--- config.mk ---
export PLATFORM = sky130hd
export DESIGN_NAME = sorted_timer_queue
export DESIGN_NICKNAME = d
export VERILOG_FILES = /design/src/sv/stq_pkg.sv /design/src/sv/stq_cell.sv /design/src/sv/sorted_timer_queue.sv
export SDC_FILE = /design/constraint.sdc
export NUM_CORES = 2
export LEC_CHECK = 0
export BUFFER_PORTS_ARGS = -buffer_cell sky130_fd_sc_hd__buf_2
export CORE_MARGIN = 10
export CORE_UTILIZATION = 49
export CTS_CLUSTER_SIZE = 25
export DETAILED_ROUTE_END_ITERATION = 12
export GPL_TIMING_DRIVEN = 0
export PLACE_DENSITY = 0.67
export RECOVER_POWER = 100
export SLEW_MARGIN = 20
export SYNTH_ARGS = -nofsm -noshare
export SYNTH_HDL_FRONTEND = slang
export SYNTH_SLANG_ARGS = --single-unit
--- constraint.sdc ---
create_clock -name clk -period 10.05 [get_ports clk]
set_input_delay 2.01 -clock clk [delete_from_list [all_inputs] [get_ports clk]]
set_output_delay 2.01 -clock clk [all_outputs]
set_load 0.01 [all_outputs]
--- src/sv/stq_pkg.sv ---
`default_nettype none

package stq_pkg;

  // Queue sizing
  localparam int QUEUE_DEPTH = 16;
  localparam int CNT_W       = $clog2(QUEUE_DEPTH + 1);

  // Field widths
  localparam int DL_W   = 48;
  localparam int TAG_W  = 16;
  localparam int WAIT_W = 32;
  localparam int OCC_W  = 5;
  localparam int ST_W   = 3;

  // Input kinds
  localparam logic KIND_INSERT = 1'b0;
  localparam logic KIND_POLL   = 1'b1;

  // Result status codes
  localparam logic [ST_W-1:0] ST_INSERTED = 3'd0;
  localparam logic [ST_W-1:0] ST_FULL     = 3'd1;
  localparam logic [ST_W-1:0] ST_FIRED    = 3'd2;
  localparam logic [ST_W-1:0] ST_WAITING  = 3'd3;
  localparam logic [ST_W-1:0] ST_EMPTY    = 3'd4;

  // One stored timer
  typedef struct packed {
    logic [DL_W-1:0]  deadline;
    logic [TAG_W-1:0] tag;
  } entry_t;

  // Per-cycle command broadcast to every cell
  typedef struct packed {
    logic ins;
    logic pop;
  } cell_cmd_t;

endpackage

`default_nettype wire

--- src/sv/stq_cell.sv ---
`default_nettype none

module stq_cell
  import stq_pkg::*;
(
  input  wire logic      clk,
  input  wire logic      rst_n,
  input  wire cell_cmd_t cmd,
  input  wire entry_t    ins_entry,
  input  wire entry_t    left_entry,
  input  wire logic      left_valid,
  input  wire logic      left_gt,
  input  wire entry_t    right_entry,
  input  wire logic      right_valid,
  output entry_t         entry,
  output logic           valid,
  output logic           gt
);

  entry_t ent_r;
  entry_t ent_nxt;
  logic   vld_r;
  logic   vld_nxt;

  // Flag a held deadline strictly later than the one being inserted
  assign gt = vld_r && (ent_r.deadline > ins_entry.deadline);

  // Pick the next content: shift right, take the new timer, or shift left
  always_comb begin
    ent_nxt = ent_r;
    vld_nxt = vld_r;
    if (cmd.ins) begin
      if (left_gt) begin
        ent_nxt = left_entry;
        vld_nxt = left_valid;
      end else if ((gt || !vld_r) && left_valid) begin
        ent_nxt = ins_entry;
        vld_nxt = 1'b1;
      end
    end else if (cmd.pop) begin
      ent_nxt = right_entry;
      vld_nxt = right_valid;
    end
  end

  // Hold the valid flag; reset clears it
  always_ff @(posedge clk) begin
    if (!rst_n) begin
      vld_r <= 1'b0;
    end else begin
      vld_r <= vld_nxt;
    end
  end

  // Hold the payload
  always_ff @(posedge clk) begin
    ent_r <= ent_nxt;
  end

  assign entry = ent_r;
  assign valid = vld_r;

endmodule

`default_nettype wire

--- src/sv/sorted_timer_queue.sv ---
`default_nettype none

// Sorted timer queue.
// Input channel (in_*): one transfer per command. in_tuser selects insert (0)
// or poll (1); in_tdata carries the tag and deadline for an insert and the
// current time for a poll. Inserts land in deadline order behind any equal
// deadline; an insert into a full queue is dropped and flagged.
// Result channel (out_*): exactly one result per command, in command order,
// with status in out_tuser and tag, time left and occupancy in out_tdata.
// A row of QUEUE_DEPTH cells holds the timers, head in cell 0. Every cell
// compares its deadline with the incoming one in parallel and shifts toward
// the tail on insert or toward the head on a fired poll, so the result shows
// on out_* the cycle after its transfer, and one command can transfer every
// cycle while out_tready stays high.
// When the receiver stalls, the result is held in the output register and
// in_tready drops until it is taken; nothing is lost.
// Reset empties the queue and drops any pending result; there is no clearing
// pass, so commands are taken from the first cycle after reset.
module sorted_timer_queue
  import stq_pkg::*;
(
  input  wire logic         clk,
  input  wire logic         rst_n,
  input  wire logic         in_tvalid,
  output logic              in_tready,
  // [15:0] timer_tag, [63:16] deadline, [111:64] now
  input  wire logic [111:0] in_tdata,
  // [0] kind
  input  wire logic         in_tuser,
  output logic              out_tvalid,
  input  wire logic         out_tready,
  // [15:0] fired_tag, [47:16] time_to_next, [52:48] occupancy, [55:53] zero
  output logic [55:0]       out_tdata,
  // [2:0] status
  output logic [ST_W-1:0]   out_tuser
);

  logic              in_xfer;
  logic [TAG_W-1:0]  in_tag;
  logic [DL_W-1:0]   in_deadline;
  logic [DL_W-1:0]   in_now;
  entry_t            ins_entry;
  cell_cmd_t         cmd;

  entry_t                 cell_ent [QUEUE_DEPTH];
  logic [QUEUE_DEPTH-1:0] cell_vld;
  logic [QUEUE_DEPTH-1:0] cell_gt;

  logic              full;
  logic              empty;
  logic              due;
  logic [DL_W-1:0]   diff;

  logic [CNT_W-1:0]  cnt_r;
  logic [CNT_W-1:0]  cnt_nxt;
  logic              out_vld_r;
  logic [ST_W-1:0]   st_r;
  logic [ST_W-1:0]   st_nxt;
  logic [TAG_W-1:0]  tag_r;
  logic [TAG_W-1:0]  tag_nxt;
  logic [WAIT_W-1:0] wait_r;
  logic [WAIT_W-1:0] wait_nxt;
  logic [OCC_W-1:0]  occ_r;

  // Unpack the input transfer
  assign in_tag      = in_tdata[15:0];
  assign in_deadline = in_tdata[63:16];
  assign in_now      = in_tdata[111:64];
  assign in_tready   = !out_vld_r || out_tready;
  assign in_xfer     = in_tvalid && in_tready;

  assign ins_entry.deadline = in_deadline;
  assign ins_entry.tag      = in_tag;

  // Head state
  assign full  = cell_vld[QUEUE_DEPTH-1];
  assign empty = !cell_vld[0];
  assign due   = in_now >= cell_ent[0].deadline;
  assign diff  = cell_ent[0].deadline - in_now;

  // Broadcast the command to the row
  assign cmd.ins = in_xfer && (in_tuser == KIND_INSERT) && !full;
  assign cmd.pop = in_xfer && (in_tuser == KIND_POLL) && !empty && due;

  // Build the row of cells
  for (genvar i = 0; i < QUEUE_DEPTH; i++) begin : g_cell
    entry_t left_ent;
    logic   left_vld;
    logic   left_gt;
    entry_t right_ent;
    logic   right_vld;

    if (i == 0) begin : g_head
      assign left_ent = ins_entry;
      assign left_vld = 1'b1;
      assign left_gt  = 1'b0;
    end else begin : g_mid
      assign left_ent = cell_ent[i-1];
      assign left_vld = cell_vld[i-1];
      assign left_gt  = cell_gt[i-1];
    end

    if (i == QUEUE_DEPTH - 1) begin : g_tail
      assign right_ent = ins_entry;
      assign right_vld = 1'b0;
    end else begin : g_body
      assign right_ent = cell_ent[i+1];
      assign right_vld = cell_vld[i+1];
    end

    stq_cell u_cell (
      .clk         (clk),
      .rst_n       (rst_n),
      .cmd         (cmd),
      .ins_entry   (ins_entry),
      .left_entry  (left_ent),
      .left_valid  (left_vld),
      .left_gt     (left_gt),
      .right_entry (right_ent),
      .right_valid (right_vld),
      .entry       (cell_ent[i]),
      .valid       (cell_vld[i]),
      .gt          (cell_gt[i])
    );
  end

  // Form the result of the current command
  always_comb begin
    st_nxt   = ST_INSERTED;
    tag_nxt  = '0;
    wait_nxt = '0;
    cnt_nxt  = cnt_r;
    if (in_tuser == KIND_INSERT) begin
      if (full) begin
        st_nxt = ST_FULL;
      end else begin
        st_nxt  = ST_INSERTED;
        cnt_nxt = cnt_r + 1'b1;
      end
    end else if (empty) begin
      st_nxt = ST_EMPTY;
    end else if (due) begin
      st_nxt  = ST_FIRED;
      tag_nxt = cell_ent[0].tag;
      cnt_nxt = cnt_r - 1'b1;
    end else begin
      st_nxt   = ST_WAITING;
      wait_nxt = (|diff[DL_W-1:WAIT_W]) ? '1 : diff[WAIT_W-1:0];
    end
  end

  // Advance the count and the output valid
  always_ff @(posedge clk) begin
    if (!rst_n) begin
      cnt_r     <= '0;
      out_vld_r <= 1'b0;
    end else begin
      if (in_xfer) begin
        cnt_r     <= cnt_nxt;
        out_vld_r <= 1'b1;
      end else if (out_tready) begin
        out_vld_r <= 1'b0;
      end
    end
  end

  // Hold the result payload until taken
  always_ff @(posedge clk) begin
    if (in_xfer) begin
      st_r   <= st_nxt;
      tag_r  <= tag_nxt;
      wait_r <= wait_nxt;
      occ_r  <= OCC_W'(cnt_nxt);
    end
  end

  assign out_tvalid = out_vld_r;
  assign out_tuser  = st_r;
  assign out_tdata  = {3'b000, occ_r, wait_r, tag_r};

  // Count never runs past the depth
  a_cnt_bound: assert property (@(posedge clk) disable iff (!rst_n)
    cnt_r <= CNT_W'(QUEUE_DEPTH))
    else $error("timer count exceeds queue depth");

  // Valid cells stay packed toward the head
  a_vld_packed: assert property (@(posedge clk) disable iff (!rst_n)
    (cell_vld & (cell_vld + 1'b1)) == '0)
    else $error("valid cells not contiguous from head");

  // Count tracks the number of valid cells
  a_cnt_match: assert property (@(posedge clk) disable iff (!rst_n)
    $countones(cell_vld) == 32'(cnt_r))
    else $error("count disagrees with valid cells");

  // A poll of an empty queue reports empty
  a_poll_empty: assert property (@(posedge clk) disable iff (!rst_n)
    in_xfer && (in_tuser == KIND_POLL) && (cnt_r == '0) |=> out_tuser == ST_EMPTY)
    else $error("poll of empty queue not reported empty");

endmodule

`default_nettype wire
==> impl_metrics.env <==
export IMPL_run_status="finished, violations left"
export IMPL_violations="capacitance limit, slew limit"
export IMPL_yosysWarningCount=0
export IMPL_hold_path_class="flip-flop to flip-flop"
export IMPL_area_share_of_and_or_nand_nor_cells_after_synthesis_pct=13.83
export IMPL_critPathLaunchType="primary input"
export IMPL_clock_insertion_delay_worst_skew_ns=0.80
export IMPL_ant_nets=0
export IMPL_rsz0062_at_grt="false"
export IMPL_finalSetupViolCount=0
export IMPL_finalClockSkew_ns=0.02731
export IMPL_worst_hold_path_num_cells=2
export IMPL_ir_drop_mv=0.1335
export IMPL_ctsLongestPathBuffers=3
export IMPL_post_synth_xor_area_fraction_pct=0.4634
export IMPL_initial_utilization_pct=49.27
export IMPL_clock_sink_count=1102
export IMPL_utilization_pct=55.04
export IMPL_muxShareOfSynthArea_pct=7.118
export IMPL_worst_slew_slack_as_a_fraction_of_its_limit_pct=-103.1
export IMPL_post_dp_hpwl_um=244600
export IMPL_h_tree_depth=4
export IMPL_synth_edf_count=1080
export IMPL_grt_start_max_net_pins=64
export IMPL_leakage_uw=0.03448
export IMPL_first_pass_grt_wire_length_um=443300
export IMPL_synth_adder_area_share_pct=13.10
export IMPL_syn2layout_area_growth_pct=11.70
export IMPL_postSynth_asyncResetShare_pct=0
export IMPL_routed_wire_length_per_instance_um=32.51
export IMPL_drtPass1Iterations=6
export IMPL_most_common_layout_cells="1080 x edfxtp_1, 1076 x nand2_1, 770 x ha_1"
export IMPL_wp_data_required_ns=10.52
export IMPL_via_per_inst=6.782
export IMPL_fin_crit_period_ns=9.512
export IMPL_dp_worst_setup_slack_ns=1.358
export IMPL_worst_hold_path_endpoint="g_cell[7].u_cell.valid"
export IMPL_cts_hold_fix_buffers=0
export IMPL_die_area_sq_mm=0.1663
export IMPL_first_global_vias=63820
export IMPL_post_route_cells_drive_above_1_share_pct=6.029
export IMPL_design_portCount=178
export IMPL_finalHoldViolations=0
export IMPL_wl_um=315900
export IMPL_synth_ff_type="edfxtp_1"
export IMPL_min_delay_start="g_cell[7].u_cell.valid"
export IMPL_post_cts_setup_buffer_count=0
export IMPL_yosysUniqueCellTypes=89
export IMPL_fin_setup_tns_ns=0
export IMPL_worst_r2r_path_depth=16
export IMPL_most_common_library_cell_in_the_layout_ignoring_fill_and_taps="edfxtp_1"
export IMPL_critical_path_class="primary input to flip-flop"
export IMPL_antenna_violations_before_repair=31
export IMPL_dr_first_iter_drc_count=8876
export IMPL_remaining_drc_errors=0
export IMPL_clock_tree_root_cell="clkbuf_16"
export IMPL_die_width_um=407.8
export IMPL_worst_path_setup_slack_after_routing_ns=0.5380
export IMPL_flip_flop_and_latch_count_after_synthesis=1102
export IMPL_dieHeight_um=407.8
export IMPL_finish_cell_count_without_fillers=9717
export IMPL_cts_buffers=135
export IMPL_drv_cap=22
export IMPL_final_max_slew_violation_count=236
export IMPL_timing_reg2reg_setup_slack_ns=1.72
export IMPL_vias=65900
export IMPL_placedCellCount=9459
export IMPL_syn_inst=7248
export IMPL_worst_setup_path_end_kind="flip-flop"
export IMPL_synth_compound_gate_area_share_pct=16.71
export IMPL_postcts_resize_cnt=0
export IMPL_clkTransAtPathRegs_ns=0.06
export IMPL_filler_cell_count=13430
export IMPL_min_period_over_period_pct=94.65
export IMPL_reg2reg_to="g_cell[0].u_cell.entry[32]"
export IMPL_grt_util_all_layers_pct=36.22
export IMPL_postSynthAreaPerCell_sq_um=10.17
export IMPL_synth_yosys_seq_area_share_pct=44.60
export IMPL_rr_startpoint="g_cell[0].u_cell.entry[23]"
export IMPL_port_buffer_count=110
export IMPL_worst_pin_slew_ns=2.970
export IMPL_synthesis_area_sq_mm=0.07371
export IMPL_crit_fanout=18
export IMPL_clock_tree_from_tritoncts="built"
export IMPL_power_per_cell_area_mw_per_mm2=160.4
export IMPL_place_congestion=0.9929
export IMPL_core_area_sq_mm=0.1496
export IMPL_synth_top_family_by_area="compound AO/OA/AOI/OAI gates"
export IMPL_worst_endpoint_arrival_ns=9.99
export IMPL_achievable_frequency_mhz=105.1
export IMPL_floorplan_rows=142
export IMPL_design_final_nets=8470
export IMPL_grt_ovfl_total=0
## critical path: stages
cell      delay [ns]
clkbuf_1        0.81
inv_1           0.85
ha_1            0.58
nand4_1         0.13
nor4_1          1.40
o211ai_1        0.66
o211ai_1        0.76
a311o_1         0.45
clkbuf_2        0.58
nand2_1         0.32
a41oi_1         0.91
buf_16          0.25
buf_8           0.22
## flip-flops by register name (all words and copies together) (netlist names)
signal / cells
tag_r: 16
occ_r: 5
out_tuser: 3
g_cell.u_cell.entry: 1024
out_tvalid: 1
cnt_r: 5
g_cell.u_cell.valid: 16
wait_r: 32
## worst max path at each step
stage	start	endpoint	slack, ns	cells past startpoint
global placement	in_tdata[54]	g_cell[13].u_cell.entry[0]	-8.24	10
floorplan	in_tdata[106]	g_cell[0].u_cell.entry[0]	0.28	12
global route	in_tdata[71]	g_cell[0].u_cell.entry[24]	1.01	18
detailed placement	in_tdata[60]	g_cell[2].u_cell.entry[36]	1.36	13
CTS	in_tdata[60]	g_cell[2].u_cell.entry[38]	2.15	13
finish	in_tdata[62]	g_cell[2].u_cell.entry[38]	0.54	13
## cells by family after synthesis
logic type	Yosys count
AOI/OAI and AO/OA	1925
xor gates and xnor gates	39
adders and majority gates	771
buffers and inverters	761
DFF	1102
muxes	516
other	1
and+or+nand+nor	2133
## stage by stage
stage | area (sq um) | total power (uW) | hold WS (ns)
final | 82330 | 13200 | 0.5078
after global routing | 82290 | 13540 | 0.5296
after CTS | 83210 | 13130 | 0.5215
after detailed placement | 79020 | 8364 | 0.5094
after global placement | 76790 | 8232 | 0.4807
after floorplan | 73720 | 7251 | 0.4541
## routing by layer
metal / track usage, % / up-vias / wire [um]
li1: - / 28520 / -
met1: 44.66 / 32060 / 117800
met2: 55.18 / 4415 / 137400
met3: 11.16 / 895 / 38530
met4: 22.68 / 16 / 22110
met5: 0 / - / 104
## cell type report
class	count	area (sq um)	share of cell area, %
clock inverters	63	584.3	0.7097
clock buffers	171	3607	4.381
inverters	215	812.0	0.9863
well taps	2016	2522	3.064
plain buffers	546	2190	2.659
repair buffers	195	1883	2.287
multi-input cells	5387	37810	45.92
diodes	22	55.05	0.06687
flip-flops and latches	1102	32870	39.93
## Yosys cell counts (all sizes together) (6+ instances only)
master   count  area share [%]
edfxtp    1080              44
nand2     1076             5.5
ha         770              13
o21ai      656             4.5
nand4      640             5.5
o211ai     475             4.8
mux2i      451             6.1
clkbuf     402             2.1
a21o       290             3.0
a21oi      270             1.9
inv        214             1.1
nor2       170            0.87
buf        144             1.0
mux2        65            0.99
nor3        62            0.42
a31oi       59            0.50
o21a        44            0.45
nand3       37            0.25
and2        30            0.25
nor2b       27            0.23
xnor2       27            0.32
nor4        24            0.22
dfxtp       22            0.60
o21bai      18            0.18
o221ai      15            0.18
a211oi      13            0.14
nand2b      12            0.10
or2         12            0.10
xor2        12            0.14
and3        11           0.093
a221oi      10            0.12
o31ai        9            0.14
a21boi       8           0.081
or3          7           0.066
a41oi        6           0.071
o2111ai      6           0.071
or4          6           0.066
## where the power goes
group	total [uW]	internal [uW]	switching (uW)
Combinational	2660	839	1820
Clock	4860	2770	2090
Sequential	5680	5440	248
Total	13200	9040	4160
(Power assumes the default switching activity.)
